--- config.mk ---
export PLATFORM = sky130hd
export DESIGN_NAME = sits_controller
export DESIGN_NICKNAME = d
export VERILOG_FILES = /design/src/hw/rtl/sits_pkg.sv /design/src/hw/rtl/sits_controller.sv
export VERILOG_INCLUDE_DIRS = /design/src /design/src/hw/rtl
export SDC_FILE = /design/constraint.sdc
export NUM_CORES = 1
export LEC_CHECK = 0
export BUFFER_PORTS_ARGS = -buffer_cell sky130_fd_sc_hd__buf_2
export CAP_MARGIN = 20
export CORE_MARGIN = 2
export CORE_UTILIZATION = 35
export CTS_CLUSTER_DIAMETER = 120
export DETAILED_ROUTE_END_ITERATION = 16
export MAX_ROUTING_LAYER = met4
export SLEW_MARGIN = 20
export SYNTH_ARGS = -nofsm -noshare
export SYNTH_HDL_FRONTEND = slang
export SYNTH_SLANG_ARGS = --single-unit
--- constraint.sdc ---
create_clock -name clock -period 1.9 [get_ports clock]
set_clock_uncertainty 0.2 [all_clocks]
set_input_delay 0.095 -clock clock [delete_from_list [all_inputs] [get_ports clock]]
set_output_delay 0.095 -clock clock [all_outputs]
set_load 0.005 [all_outputs]
--- src/hw/rtl/small_isa_time_slice_core_macros.svh ---
// Assertion macros shared by the core's RTL modules.
// Depends on a clock named clock and an active-high reset named reset in the module.
`ifndef SMALL_ISA_TIME_SLICE_CORE_MACROS_SVH
`define SMALL_ISA_TIME_SLICE_CORE_MACROS_SVH

// Plain property, sampled on the rising clock and switched off in reset.
`define SITS_ASSERT(label, prop, msg) \
   label: assert property (@(posedge clock) disable iff (reset) prop) \
      else $error(msg);

// Same-cycle implication.
`define SITS_ASSERT_IMPL(label, ante, cons, msg) \
   `SITS_ASSERT(label, (ante) |-> (cons), msg)

`endif

--- src/hw/rtl/sits_pkg.sv ---
// Shared types and constants of the small time-slice core.
// No dependencies; used by the controller, the datapath and the top level.
package sits_pkg;

   localparam int MEM_WORDS_DEF = 256;
   localparam int FRAME_WORDS   = 6;

   localparam int REQ_TDATA_W = 48;
   localparam int RSP_TDATA_W = 80;
   localparam int ACTION_W    = 2;
   localparam int CSR_INDEX_W = 2;
   localparam int CSR_DATA_W  = 9;
   localparam int STEP_W      = 3;

   localparam logic [STEP_W-1:0] LAST_STEP = STEP_W'(FRAME_WORDS - 1);

   localparam logic [CSR_INDEX_W-1:0] CSR_PROGRAM_BASE   = 2'd0;
   localparam logic [CSR_INDEX_W-1:0] CSR_PROGRAM_LENGTH = 2'd1;
   localparam logic [CSR_INDEX_W-1:0] CSR_STACK_FLOOR    = 2'd2;

   typedef enum logic [ACTION_W-1:0] {
      ACT_WRITE_MEM = 2'd0,
      ACT_SET_CTX   = 2'd1,
      ACT_RUN       = 2'd2,
      ACT_READ_MEM  = 2'd3
   } action_type;

   typedef enum logic [3:0] {
      CMD_NONE,
      CMD_ACCEPT,
      CMD_READ_WB,
      CMD_FETCH,
      CMD_END_RUN,
      CMD_LATCH_IR,
      CMD_EXEC,
      CMD_LOAD_WB,
      CMD_PUSH,
      CMD_POP_RD,
      CMD_POP_WB,
      CMD_RESULT
   } cmd_type;

   typedef enum logic [2:0] {
      EX_NEXT,
      EX_LOAD,
      EX_CALL,
      EX_RET,
      EX_STOP
   } exec_type;

   typedef struct packed {
      cmd_type             cmd;
      logic [STEP_W-1:0]   step;
   } ctrl_cmd_type;

   typedef struct packed {
      logic     run_go;
      exec_type exec_class;
   } dp_status_type;

endpackage

--- src/hw/rtl/sits_controller.sv ---
// Sequencing state machine of the core: item acceptance, instruction steps, result hand-off.
// Depends on sits_pkg and the assertion macro header.
`include "small_isa_time_slice_core_macros.svh"
module sits_controller (
   input  logic                          clock,
   input  logic                          reset,
   input  logic                          req_tvalid,
   output logic                          req_tready,
   input  logic [sits_pkg::ACTION_W-1:0] req_action,
   output logic                          rsp_tvalid,
   input  logic                          rsp_tready,
   input  sits_pkg::dp_status_type       status,
   output sits_pkg::ctrl_cmd_type        ctrl
);
   import sits_pkg::*;

   typedef enum logic [3:0] {
      ST_IDLE, ST_READ, ST_CHECK, ST_FETCH, ST_EXEC, ST_LOAD,
      ST_PUSH, ST_POP_RD, ST_POP_WB, ST_FINISH
   } state_type;

   state_type         state_ff, state_in;
   logic [STEP_W-1:0] step_ff, step_in;
   logic              rsp_valid_ff, rsp_valid_in;
   cmd_type           cmd;

   always_comb begin
      state_in     = state_ff;
      step_in      = step_ff;
      rsp_valid_in = rsp_valid_ff && !rsp_tready;
      cmd          = CMD_NONE;
      case (state_ff)
         ST_IDLE: begin
            if (req_tvalid) begin
               cmd = CMD_ACCEPT;
               case (action_type'(req_action))
                  ACT_RUN:      state_in = ST_CHECK;
                  ACT_READ_MEM: state_in = ST_READ;
                  default:      state_in = ST_FINISH;
               endcase
            end
         end
         ST_READ: begin
            cmd      = CMD_READ_WB;
            state_in = ST_FINISH;
         end
         ST_CHECK: begin
            if (status.run_go) begin
               cmd      = CMD_FETCH;
               state_in = ST_FETCH;
            end else begin
               cmd      = CMD_END_RUN;
               state_in = ST_FINISH;
            end
         end
         ST_FETCH: begin
            cmd      = CMD_LATCH_IR;
            state_in = ST_EXEC;
         end
         ST_EXEC: begin
            cmd     = CMD_EXEC;
            step_in = '0;
            case (status.exec_class)
               EX_LOAD: state_in = ST_LOAD;
               EX_CALL: state_in = ST_PUSH;
               EX_RET:  state_in = ST_POP_RD;
               EX_STOP: state_in = ST_FINISH;
               default: state_in = ST_CHECK;
            endcase
         end
         ST_LOAD: begin
            cmd      = CMD_LOAD_WB;
            state_in = ST_CHECK;
         end
         ST_PUSH: begin
            cmd = CMD_PUSH;
            if (step_ff == LAST_STEP) begin
               state_in = ST_CHECK;
            end else begin
               step_in = step_ff + 3'd1;
            end
         end
         ST_POP_RD: begin
            cmd      = CMD_POP_RD;
            state_in = ST_POP_WB;
         end
         ST_POP_WB: begin
            cmd = CMD_POP_WB;
            if (step_ff == LAST_STEP) begin
               state_in = ST_CHECK;
            end else begin
               step_in  = step_ff + 3'd1;
               state_in = ST_POP_RD;
            end
         end
         ST_FINISH: begin
            if (!rsp_valid_ff || rsp_tready) begin
               cmd          = CMD_RESULT;
               rsp_valid_in = 1'b1;
               state_in     = ST_IDLE;
            end
         end
         default: state_in = ST_IDLE;
      endcase
   end

   always_ff @(posedge clock) begin
      if (reset) begin
         state_ff     <= ST_IDLE;
         step_ff      <= '0;
         rsp_valid_ff <= 1'b0;
      end else begin
         state_ff     <= state_in;
         step_ff      <= step_in;
         rsp_valid_ff <= rsp_valid_in;
      end
   end

   assign req_tready = (state_ff == ST_IDLE);
   assign rsp_tvalid = rsp_valid_ff;
   assign ctrl.cmd   = cmd;
   assign ctrl.step  = step_ff;

   `SITS_ASSERT(a_rsp_from_finish, $rose(rsp_valid_ff) |-> $past(state_ff == ST_FINISH), "result raised outside finish")
   `SITS_ASSERT(a_step_range, (step_ff <= LAST_STEP), "frame step out of range")
   `SITS_ASSERT_IMPL(a_run_start, (state_ff == ST_IDLE && req_tvalid && req_action == ACT_RUN), (state_in == ST_CHECK), "run item did not start")
endmodule

==> parameters.txt <==
Parameter                              Value

Synth
  List of most frequent post-synthesis cells    nand2_1, a21oi_1, dfxtp_1
  Compound-cell area share of the yosys netlist    23.77%
  Cell with the most instances after synthesis    nand2_1
  Net Count, Synth    107
  Synth top area share    23.23%
  Post-synth top area cell    dfxtp_1
  Unique masters post-synth    40
  Adder and majority cell fraction of the synthesized area    3.630%
  Synthesized instance count    95
  Main area contributors after synthesis    dfxtp_1, a21oi_1, nand2_1, nor2b_1, nor3_1
  XOR/XNOR Fraction of Synth Area    around 3.8%
  Mux cell area share after synthesis    1.452%
  Largest family of logic cells by synthesized area    simple AND/OR/NAND/NOR gates
  Number of flops mapped to enable cells by yosys    0
  Synthesis-stage register bit count    8
  Proportion of synthesized chip area in sequential cells    roughly 23%
  Post-synthesis share of cell area spent on and, or, nand and nor gates    37.39%
  Synth async-reset ratio    0%
  Most common flop cell mapped by yosys    dfxtp_1
  Combined area of all synthesized cells    around 690 um^2
  Mean cell area of the mapped netlist    ~7.3 um^2
  Count of synthesis-stage warnings from yosys    0

Timing
  Final WS setup    0.1159 ns
  Min Tclk post-route    1.784 ns
  Worst-Margin Slew    0.3675 ns
  Final Cycle Share    93.90%
  Count of final hold-check violations    0
  Fin Setup TNS    0 ns
  Final setup violating endpoints    0
  Setup repair after global routing missed its margin    false
  Max-slew headroom at the worst pin    75.45%
  Max Clock Freq    between 0.5 and 0.6 GHz
  Total count of max-transition violations in the final report    0

Routing
  Count of unresolved DRC violations after routing    0
  Vias per cell    a little over 5
  WL final    around 1800 um
  Number of vias in the routed layout    757
  Detail-routed net length per standard cell    roughly 12 um
  Number of nets still failing antenna checks after routing    0
  1st-iter DRT viols    15
  Initial DRT Pass Iterations    4

Place
  Final weighted congestion in routability-driven placement    0.8091
  Setup slack at placement    0.08775 ns
  Number of buffer cells added on primary ports    18
  HPWL after detailed placement    roughly 1500 um

Setup path
  Ordered cell list for the critical path    buf_4 > nor2_4 > nand2_1 > and3_1 > or4_1 > a21oi_1
  Data required time at the worst endpoint    1.88 ns
  Type of element launching the critical path    flip-flop
  Cell type of the slowest stage on the worst timing path    or4_1
  Path type of the worst setup path    flip-flop to flip-flop
  Critical Path End Type    flip-flop
  Data arrival time of the worst path    1.76 ns
  CP max stage delay    0.50 ns
  Largest fanout on the critical path    7

Hold path
  Path category of the worst min-delay check    input pin to flip-flop

Final layout
  Antenna Diode Count    0
  Number of nets at the end of the flow    137
  Relative area change from synthesis to final layout    32.85%
  Fraction of layout cells with a size suffix above 1    34.96%

GRT
  Global-route total usage across every layer    16.57%
  Antenna violations before repair    0
  Largest net degree at the start of global routing    11
  Number of global-route vias before repair    686
  Total congestion overflow after global routing    0
  First-pass GRT wire length    3029 um

Pwr
  Internal portion of total power    roughly 0.72 mW
  P_sw    0.5343 mW
  Share of total power in the clock network    9.8%
  Leakage component of the power    0.4030 nW
  Worst supply voltage drop on vdd    0.6152 mV
  Proportion of power drawn by flip-flops and latches    22.0%
  Power density over the cells    1372 nW/um^2
  Proportion of total power due to net switching    a little over two fifths
  Portion of total power attributed to combinational logic    around two thirds

Clock tree
  TritonCTS clock tree    done
  Cell chosen for the clock root    clkbuf_4
  Clock Latency Late Sink    about 0.24 ns
  # clock sinks    8
  Number of H-tree branching levels    1
  Clock buffers created by TritonCTS    3
  Clock Path Buffers    2
  Clock input transition at the sequential cells of the worst setup and hold paths    about 0.05 ns

Run status
  Outcome    complete, no violations

Floorplan
  Rows    16
  Width of the die    48.38 um
  Die boundary height    48.38 um
  Die area    2341 um^2
  # IOs    19
  Core region area    1902 um^2
  Effective utilization at floorplan    36.25%

Job
  Max-capacitance violation count    0
[final cells by class]
type	count	area, um^2
fill	201	985.9
multi-input combinational	77	493.0
timing repair buffer	30	185.2
sequential	8	162.7
tap	27	33.78
clock buffer	3	22.52
inverter	5	18.77
[registers in the layout, summed over array words and instances (netlist names)]
signal	cells
state_ff	4
rsp_tvalid	1
step_ff	3
[placed cells by master, fill, tap and decap left out, types with 2 or more instances in the layout]
| cell type | Yosys | final |
|---|---|---|
| a22oi_1 | 2 | 2 |
| nand3_1 | 4 | 4 |
| ha_1 | 2 | 2 |
| nor3_1 | 6 | 6 |
| a21oi_1 | 8 | 8 |
| buf_2 | 1 | 18 |
| nand2b_1 | 2 | 2 |
| nor2b_1 | 6 | 5 |
| or4_1 | 2 | 2 |
| nand2_1 | 10 | 9 |
| nor2_1 | 7 | 7 |
| inv_1 | 4 | 4 |
| dfxtp_2 | 0 | 2 |
| xnor2_1 | 3 | 3 |
| clkbuf_4 | 0 | 3 |
| o21ai_0 | 3 | 3 |
| dlygate4sd3_1 | 0 | 2 |
| dfxtp_1 | 8 | 6 |
| buf_4 | 0 | 10 |
| a31oi_1 | 2 | 2 |
[worst max-delay path, delay by kind of cell, from the launching register on]
| kind | cells | cell delay [ns] |
|---|---|---|
| DFF | 1 | 0.35 |
| buffers and inverters | 1 | 0.16 |
| AOI/OAI and AO/OA | 1 | 0.14 |
| and+or+nand+nor | 4 | 0.86 |
[power by group through the flow]
| stage | registers [mW] | clock network [mW] | logic (mW) |
|---|---|---|---|
| after floorplan | 0.263 | 0 | 0.562 |
| after global placement | 0.276 | 0 | 0.834 |
| after detailed placement | 0.275 | 0 | 0.837 |
| after CTS | 0.272 | 0.129 | 0.843 |
| after global routing | 0.284 | 0.138 | 0.943 |
| final | 0.277 | 0.123 | 0.857 |
[final timing paths]
path / end / depth (start not counted) / from / slack [ns]
min: state_ff[1] / 5 / status[3] / 0.18
min reg2reg: step_ff[1] / 2 / step_ff[1] / 0.35
max: state_ff[3] / 6 / state_ff[0] / 0.12
max reg2reg: state_ff[3] / 6 / state_ff[0] / 0.12
[logic make-up after synthesis]
group           Yosys count
flops                     8
compound gates           25
xor+xnor                  3
simple gates             46
fa+ha+maj                 2
buf+inv                  10
mux                       1
[metrics by stage]
step,util [%],total power [mW],hold WS (ns),cell area (um^2),std cells
floorplan,-,0.8245,0.1245,689.4,95
global placement,45.26,1.110,0.1746,860.8,145
detailed placement,45.26,1.112,0.1804,860.8,145
CTS,47.50,1.244,0.1665,903.4,150
global route,48.16,1.366,0.2476,915.9,150
finish,48.16,1.257,0.1806,915.9,150
[repair_timing]
action,CTS,global route
gates resized for setup,0,5
buffers inserted,0,0
hold buffers,2,0
hold endpoints to repair,8,0
setup endpoints to repair,0,3
[routing by layer]
| layer | vias up | track usage [%] | wire length (um) |
|---|---|---|---|
| li1 | 393 | - | - |
| met1 | 346 | 21.00 | 845 |
| met2 | 16 | 27.08 | 844 |
| met3 | 2 | 2.469 | 65 |
| met4 | 0 | 5.714 | 6 |
| met5 | - | - | 0 |
No activity file was read; power rests on OpenSTA's default activity.
